<file path="src/rtl/xsr_pkg.sv">
package xsr_pkg;

    // LCG seed scrambler and xorshift mixing constants
    localparam logic [31:0] LCG_MUL = 32'h7AFB_2C23;
    localparam logic [31:0] LCG_ADD = 32'h0008_94C3;
    localparam logic [31:0] MIX_3   = 32'h4B2A_A8D3;
    localparam int unsigned SH_A = 11;
    localparam int unsigned SH_B = 8;
    localparam int unsigned SH_C = 19;

    localparam int unsigned WORD_W = 32;
    localparam int unsigned CNT_W  = $clog2(WORD_W);

    // job queue between front and back
    localparam int unsigned QDEPTH = 2;
    localparam int unsigned QPTR_W = (QDEPTH > 1) ? $clog2(QDEPTH) : 1;
    localparam int unsigned QCNT_W = $clog2(QDEPTH + 1);

    // item kinds
    localparam logic [1:0] KIND_RESEED = 2'd0;
    localparam logic [1:0] KIND_RAW    = 2'd1;
    localparam logic [1:0] KIND_RANGED = 2'd2;
    localparam logic [1:0] KIND_UNUSED = 2'd3;

    // one draw handed from front to back
    typedef struct packed {
        logic [31:0] raw;
        logic [31:0] low;
        logic [31:0] span;
        logic        ranged;
    } t_job;

    typedef enum logic [1:0] {
        ST_IDLE,
        ST_CALC,
        ST_DONE
    } t_state;

    // one xorshift128 step on the words built from the seed
    function automatic logic [31:0] xs_word(input logic [31:0] s);
        logic [31:0] t;
        t = s ^ MIX_3;
        t = t ^ (t << SH_A);
        t = t ^ (t >> SH_B);
        return t ^ s ^ (s >> SH_C);
    endfunction

endpackage

</file>
<file path="src/rtl/xsr_front.sv">
module xsr_front
    import xsr_pkg::*;
(
    input  logic        i_clk,
    input  logic        i_rst_n,
    input  logic        i_accept,
    input  logic [1:0]  i_kind,
    input  logic [31:0] i_seed_value,
    input  logic [31:0] i_range_low,
    input  logic [31:0] i_range_high,
    input  logic        i_cfg_we,
    input  logic [31:0] i_cfg_data,
    output logic        o_job_push,
    output t_job        o_job
);

    logic [31:0] r_seed, n_seed;
    logic [31:0] r_fallback;
    logic [31:0] seed_eff;
    logic [31:0] lcg_src;
    logic        seed_we;

    // zero seed falls back to the configured value
    assign seed_eff = (r_seed == '0) ? r_fallback : r_seed;

    // classify the item
    always_comb begin
        seed_we    = 1'b0;
        lcg_src    = seed_eff;
        o_job_push = 1'b0;
        unique case (i_kind) inside
            KIND_RESEED: begin
                seed_we = i_accept;
                lcg_src = i_seed_value;
            end
            KIND_RAW, KIND_RANGED: begin
                seed_we    = i_accept;
                o_job_push = i_accept;
            end
            KIND_UNUSED: begin
                seed_we = 1'b0;
            end
            default: begin
                seed_we = 1'b0;
            end
        endcase
    end

    // LCG successor, low word only
    assign n_seed = 32'(lcg_src * LCG_MUL + LCG_ADD);

    // job payload
    assign o_job.raw    = xs_word(seed_eff);
    assign o_job.low    = i_range_low;
    assign o_job.span   = 32'(i_range_high - i_range_low);
    assign o_job.ranged = (i_kind == KIND_RANGED);

    always_ff @(posedge i_clk) begin
        if (!i_rst_n) begin
            r_seed     <= '0;
            r_fallback <= 32'd1;
        end else begin
            if (seed_we) begin
                r_seed <= n_seed;
            end
            if (i_cfg_we) begin
                r_fallback <= i_cfg_data;
            end
        end
    end

endmodule

</file>
<file path="src/rtl/xsr_fifo.sv">
module xsr_fifo
    import xsr_pkg::*;
(
    input  logic i_clk,
    input  logic i_rst_n,
    input  logic i_wr,
    input  t_job i_wr_data,
    input  logic i_rd,
    output t_job o_rd_data,
    output logic o_full,
    output logic o_empty
);

    t_job              r_mem [QDEPTH];
    logic [QPTR_W-1:0] r_wr_ptr, r_rd_ptr;
    logic [QCNT_W-1:0] r_count;
    logic              wr_en, rd_en;

    assign o_full    = (r_count == QCNT_W'(QDEPTH));
    assign o_empty   = (r_count == '0);
    assign wr_en     = i_wr && !o_full;
    assign rd_en     = i_rd && !o_empty;
    assign o_rd_data = r_mem[r_rd_ptr];

    function automatic logic [QPTR_W-1:0] ptr_inc(input logic [QPTR_W-1:0] p);
        return (p == QPTR_W'(QDEPTH - 1)) ? '0 : QPTR_W'(p + 1'b1);
    endfunction

    // storage
    always_ff @(posedge i_clk) begin
        if (wr_en) begin
            r_mem[r_wr_ptr] <= i_wr_data;
        end
    end

    // pointers and fill level
    always_ff @(posedge i_clk) begin
        if (!i_rst_n) begin
            r_wr_ptr <= '0;
            r_rd_ptr <= '0;
            r_count  <= '0;
        end else begin
            if (wr_en) begin
                r_wr_ptr <= ptr_inc(r_wr_ptr);
            end
            if (rd_en) begin
                r_rd_ptr <= ptr_inc(r_rd_ptr);
            end
            if (wr_en && !rd_en) begin
                r_count <= QCNT_W'(r_count + 1'b1);
            end else if (rd_en && !wr_en) begin
                r_count <= QCNT_W'(r_count - 1'b1);
            end
        end
    end

`ifndef SYNTH
    // fill level never passes the depth
    a_count_max: assert property (@(posedge i_clk) disable iff (!i_rst_n)
        r_count <= QCNT_W'(QDEPTH))
        else $error("job queue overfilled");
`endif

endmodule

</file>
<file path="src/rtl/xsr_back.sv">
module xsr_back
    import xsr_pkg::*;
(
    input  logic        i_clk,
    input  logic        i_rst_n,
    input  logic        i_job_empty,
    input  t_job        i_job,
    output logic        o_job_pop,
    input  logic        i_pop,
    output logic        o_empty,
    output logic [31:0] o_raw_value,
    output logic [31:0] o_ranged_value,
    output logic        o_range_error
);

    t_state             r_state, n_state;
    logic [CNT_W-1:0]   r_cnt, n_cnt;
    logic [WORD_W:0]    r_rem, n_rem;
    logic [WORD_W-1:0]  r_quo, n_quo;
    logic [31:0]        r_span, r_low, r_raw;
    logic               r_ranged, r_err;
    logic               load;
    logic [WORD_W:0]    shifted;
    logic [WORD_W:0]    diff;
    logic               last;

    assign load    = (r_state == ST_IDLE) && !i_job_empty;
    assign last    = (r_cnt == CNT_W'(WORD_W - 1));
    assign shifted = {r_rem[WORD_W-1:0], r_quo[WORD_W-1]};
    assign diff    = shifted - {1'b0, r_span};

    // next state
    always_comb begin
        n_state = r_state;
        unique case (r_state)
            ST_IDLE: begin
                if (!i_job_empty) begin
                    n_state = (i_job.ranged && (i_job.span != '0)) ? ST_CALC : ST_DONE;
                end
            end
            ST_CALC: begin
                if (last) begin
                    n_state = ST_DONE;
                end
            end
            ST_DONE: begin
                if (i_pop) begin
                    n_state = ST_IDLE;
                end
            end
            default: begin
                n_state = ST_IDLE;
            end
        endcase
    end

    // restoring remainder, one bit a cycle
    always_comb begin
        n_rem = r_rem;
        n_quo = r_quo;
        n_cnt = r_cnt;
        if (load) begin
            n_rem = '0;
            n_quo = i_job.raw;
            n_cnt = '0;
        end else if (r_state == ST_CALC) begin
            n_rem = diff[WORD_W] ? shifted : diff;
            n_quo = {r_quo[WORD_W-2:0], 1'b0};
            n_cnt = CNT_W'(r_cnt + 1'b1);
        end
    end

    // outputs
    always_comb begin
        o_job_pop      = load;
        o_empty        = (r_state != ST_DONE);
        o_raw_value    = r_raw;
        o_range_error  = r_err;
        o_ranged_value = (r_ranged && !r_err) ? 32'(r_rem[WORD_W-1:0] + r_low) : '0;
    end

    always_ff @(posedge i_clk) begin
        if (!i_rst_n) begin
            r_state <= ST_IDLE;
        end else begin
            r_state <= n_state;
        end
    end

    // datapath registers
    always_ff @(posedge i_clk) begin
        r_rem <= n_rem;
        r_quo <= n_quo;
        r_cnt <= n_cnt;
        if (load) begin
            r_span   <= i_job.span;
            r_low    <= i_job.low;
            r_raw    <= i_job.raw;
            r_ranged <= i_job.ranged;
            r_err    <= i_job.ranged && (i_job.span == '0);
        end
    end

`ifndef SYNTH
    // partial remainder stays below the divisor
    a_rem_bound: assert property (@(posedge i_clk) disable iff (!i_rst_n)
        (r_state == ST_CALC) |-> (r_rem < {1'b0, r_span}))
        else $error("remainder out of range");

    // last division step hands over the result
    a_calc_done: assert property (@(posedge i_clk) disable iff (!i_rst_n)
        (r_state == ST_CALC && last) |=> (r_state == ST_DONE))
        else $error("divider did not finish");

    // error result carries a zero ranged value
    a_err_zero: assert property (@(posedge i_clk) disable iff (!i_rst_n)
        (!o_empty && o_range_error) |-> (o_ranged_value == '0))
        else $error("ranged value nonzero on error");
`endif

endmodule

</file>
<file path="src/rtl/xorshift128_lcg_reseed_rng_core.sv">
// Xorshift128 random source with an LCG-scrambled 32-bit seed. Input items
// are taken through push/full and results leave through empty/pop. A reseed
// updates the seed and gives no result; kind 3 is dropped. Draws are taken
// one a cycle into a two-entry job queue while it has room. Each job then
// occupies the back end: a raw draw has its result on the ports in the cycle
// after it is taken from the queue head, a ranged draw once the restoring
// remainder unit that retires one dividend bit per cycle is through (at once,
// with the range error set, for a zero span). The back end takes the next job
// in the cycle after the current result is popped. The fallback seed is
// written through the cfg valid/ready channel, which is always ready.
module xorshift128_lcg_reseed_rng_core
    import xsr_pkg::*;
(
    input  logic               i_clk,
    input  logic               i_rst_n,
    input  logic               push,
    output logic               full,
    input  logic [1:0]         i_kind,
    input  logic [31:0]        i_seed_value,
    input  logic signed [31:0] i_range_low,
    input  logic signed [31:0] i_range_high,
    output logic               empty,
    input  logic               pop,
    output logic [31:0]        o_raw_value,
    output logic signed [31:0] o_ranged_value,
    output logic               o_range_error,
    input  logic               i_cfg_valid,
    output logic               o_cfg_ready,
    input  logic [31:0]        i_cfg_data
);

    logic        accept;
    logic        job_push;
    t_job        job_in, job_out;
    logic        job_full, job_empty, job_pop;
    logic [31:0] ranged_u;

    assign accept      = push && !full;
    assign full        = job_full;
    assign o_cfg_ready = 1'b1;

    xsr_front u_front (
        .i_clk        (i_clk),
        .i_rst_n      (i_rst_n),
        .i_accept     (accept),
        .i_kind       (i_kind),
        .i_seed_value (i_seed_value),
        .i_range_low  (i_range_low),
        .i_range_high (i_range_high),
        .i_cfg_we     (i_cfg_valid),
        .i_cfg_data   (i_cfg_data),
        .o_job_push   (job_push),
        .o_job        (job_in)
    );

    xsr_fifo u_fifo (
        .i_clk     (i_clk),
        .i_rst_n   (i_rst_n),
        .i_wr      (job_push),
        .i_wr_data (job_in),
        .i_rd      (job_pop),
        .o_rd_data (job_out),
        .o_full    (job_full),
        .o_empty   (job_empty)
    );

    xsr_back u_back (
        .i_clk          (i_clk),
        .i_rst_n        (i_rst_n),
        .i_job_empty    (job_empty),
        .i_job          (job_out),
        .o_job_pop      (job_pop),
        .i_pop          (pop),
        .o_empty        (empty),
        .o_raw_value    (o_raw_value),
        .o_ranged_value (ranged_u),
        .o_range_error  (o_range_error)
    );

    assign o_ranged_value = $signed(ranged_u);

endmodule
</file>
<file path="config.mk">
export PLATFORM = sky130hd
export DESIGN_NAME = xorshift128_lcg_reseed_rng_core
export DESIGN_NICKNAME = d
export VERILOG_FILES = /design/src/rtl/xsr_pkg.sv /design/src/rtl/xsr_front.sv /design/src/rtl/xsr_fifo.sv /design/src/rtl/xsr_back.sv /design/src/rtl/xorshift128_lcg_reseed_rng_core.sv
export SDC_FILE = /design/constraint.sdc
export NUM_CORES = 1
export LEC_CHECK = 0
export ABC_AREA = 0
export BUFFER_PORTS_ARGS = -buffer_cell sky130_fd_sc_hd__buf_4
export CAP_MARGIN = 30
export CELL_PAD_IN_SITES_DETAIL_PLACEMENT = 1
export CELL_PAD_IN_SITES_GLOBAL_PLACEMENT = 1
export CORE_MARGIN = 3
export CORE_UTILIZATION = 40
export CTS_BUF_LIST = sky130_fd_sc_hd__clkbuf_8
export CTS_CLUSTER_SIZE = 30
export DETAILED_ROUTE_END_ITERATION = 6
export GPL_TIMING_DRIVEN = 1
export PLACE_DENSITY_LB_ADDON = 0.1
export SYNTH_ARGS = -nofsm -noshare
export SYNTH_HDL_FRONTEND = slang
export SYNTH_SLANG_ARGS = --single-unit
</file>
<file path="constraint.sdc">
create_clock -name i_clk -period 7.4 [get_ports i_clk]
set_clock_uncertainty 0.15 [all_clocks]
set_input_delay 0.37 -clock i_clk [delete_from_list [all_inputs] [get_ports i_clk]]
set_output_delay 0.37 -clock i_clk [all_outputs]
set_load 0.05 [all_outputs]
</file>
==> impl_metrics.ini <==
[synth]
synth-async-reset-ratio_pct = 0
synthCells = 2672
synth_top_area_share_pct = 33.0
netlist_area_sq_um = 29500
synth_edf_count = 324
synth_top_area_cell = edfxtp_1
yosys-top-cells-count = inv_1, edfxtp_1, ha_1
synth_nets = 3261
netlist-cell-type-count = 75
synth_warnings = 0
synth.most_common_cell = inv_1
synth-seq-cells = 432
netlist_top_cells_area = edfxtp_1, ha_1, fa_1, dfxtp_1, mux2_2
ys_seq_area_share_pct = 40.3
synth_ff_type = edfxtp_1
syn_avg_cell_area_sq_um = 11.0

[routing]
wl_mm = 93.7
first_pass_iters = 5
routedWlPerCell_um = 22.0
viasPerCell = 5.12
drcViolationCount = 0
drt_iter0_drc = 1149
via_count = 21800
postRouteAntennaNets = 0

[sta]
rsz0062_at_grt = yes
setup_slack_ps = -319
relSlewSlack_pct = 36.9
post-route-period-util_pct = 104
fmax_mhz = 130
hold_viol = 0
tightest_slew_ps = 944
final-max-slew-violation-count = 0
setup_viol = 5
post-route-min-period_ps = 7720

[worst_setup_path]
slowest_delay_ps = 560
worstPathArrival_ps = 8140
cp-start-kind = flop
critical_path.max_fanout = 5
critPathKind = flop to flop
crit_slowest_cell = fa_1
path_common_cell = fa_1
worstReg2RegStart = u_front.r_seed[26]
critPathRequiredTime_ps = 7820
cp-startpoint = u_front.r_seed[26]
critPathCaptureType = flop

[layout]
synthToLayoutAreaGrowth_pct = 26.7
drive_gt1_share_pct = 27.4
finalNetCount = 3829
fill_cells = 7727
finish.instance_area_sq_um = 37400

[placement]
gp_congestion = 0.927
dp_hpwl_mm = 74.9
placed_cell_area_sq_um = 33900
portBuffers = 201

[run_status]
violations = negative setup slack
outcome = finished with violations

[clock_network]
cts_root_buf = clkbuf_8
cts_made_buffers = 75
htreeDepth = 3
path_clk_slew_ps = 70
cts_sinks = 432
clock_latency_ps = 680
cts_max_path_buffers = 3
cts_tree = done

[floorplan]
core-area_sq_um = 72200
dieArea_sq_um = 77100
initial_core_util_pct = 40.9
chipHeight_um = 278
dieWidth_um = 278
rows = 98
pin_count = 203

[job]
max_cap_violations = 0

[grt]
grt_pass1_wl_mm = 143
first_global_vias = 24100
antenna_found_initial = 1
grt_max_degree = 74
grt_overflow = 0
grt_usage_pct = 24.1

[worst_hold_path]
holdCritPathClass = primary input to flop
min-delay-start = i_range_high[0]
-- layout make-up --
type	count	area (sq um)	share of cell area [%]
Multi-Input combinational cell	1791	16800	44.9
Clock buffer	85	1170	3.13
Clock inverter	53	382	1.02
Inverter	385	1460	3.91
Tap cell	950	1190	3.18
Sequential cell	432	11900	31.8
Timing Repair Buffer	555	4480	12.0
Antenna cell	2	5.00	0.0134
-- layer usage --
layer  share of wire [%]  vias up  track usage (%)
met4                 2.8        0             6.83
met2                  50      392             42.5
li1                    -    10400                -
met3                 3.3      128             2.72
met5                   0        -                0
met1                  44    10900             31.3
-- state kept, by name, summed over array words and instances, names as in the netlist, named ones only --
name and flops:
u_back.r_quo 32, u_back.r_rem 32, u_front.r_seed 32, u_fifo.r_rd_ptr 1, u_back.r_cnt 5, u_back.o_raw_value 32, u_back.r_state 2, u_back.r_span 32
u_fifo.r_mem 194, u_fifo.r_count 2, u_back.r_low 32, u_back.o_range_error 1, u_front.r_fallback 32, u_fifo.r_wr_ptr 1, u_back.r_ranged 1
-- worst paths after layout --
| check | slack (ps) | endpoint | cells after the start |
|---|---|---|---|
| worst max register to register | -320 | u_front.r_seed[31] | 31 |
| worst max-delay path | -320 | u_front.r_seed[31] | 31 |
| worst min register to register | 330 | u_back.r_cnt[4] | 2 |
| worst min-delay path | 80 | u_fifo.r_mem[1][1] | 4 |
-- cells by family (layout without fill, tap and decap cells) --
| logic type | count (synthesis) | count (layout) | synth area share (%) |
|---|---|---|---|
| buffers and inverters | 449 | 1078 | 5.83 |
| other | 1 | 3 | 0.0127 |
| adder cells (fa/ha/maj) | 455 | 455 | 23.2 |
| XOR/XNOR | 194 | 194 | 5.92 |
| flip-flops | 432 | 432 | 40.3 |
| AND/OR/NAND/NOR | 473 | 473 | 7.40 |
| AO/OA/AOI/OAI | 473 | 473 | 10.1 |
| multiplexers | 195 | 195 | 7.20 |
-- worst max-delay path, delay by kind of cell, from the launching register on --
family,cells,cell delay (ps)
AO/OA/AOI/OAI,1,60
adder cells (fa/ha/maj),8,3830
flip-flops,1,360
XOR/XNOR,7,1410
AND/OR/NAND/NOR,6,1160
buffers and inverters,8,470
multiplexers,1,140
-- through the flow --
stage / setup slack, ps / std cells / utilization, % / setup TNS, ps / hold slack (ps)
2_1_floorplan: 23.6 / 2672 / - / 0 / 290
3_3_place_gp: -511 / 4012 / 47.0 / -2640 / 298
3_5_place_dp: -589 / 4013 / 47.0 / -4190 / 318
4_1_cts: -237 / 4231 / 50.8 / -648 / 13.0
5_1_grt: -611 / 4253 / 51.8 / -2770 / 62.6
6_report: -319 / 4253 / 51.8 / -805 / 80.2
-- cell usage in the layout (no fill, tap or decap), types with 35 or more instances in the layout --
cell type and instances:
clkbuf_8 85, o21ai_0 67, dlygate4sd3_1 69, inv_1 385, edfxtp_1 324, dfxtp_1 102, xor2_1 61, a21oi_1 129
xnor2_1 118, nor2_1 144, nand2_1 141, fa_1 145, ha_1 271, mux2_2 132, buf_4 464, o21ai_1 35
mux2i_1 53, a21o_1 58
-- repair_timing --
action	4_1_cts	5_1_grt
setup buffers	11	20
pin swaps	40	83
endpoints found under the hold margin	110	0
endpoints found under the setup margin	12	14
hold buffers	69	0
cloned	0	0
gates resized for setup	89	116
Power is left out: the tool's default activity adds up to more than one toggle a clock period on the data nets, which glitch-free logic cannot reach.
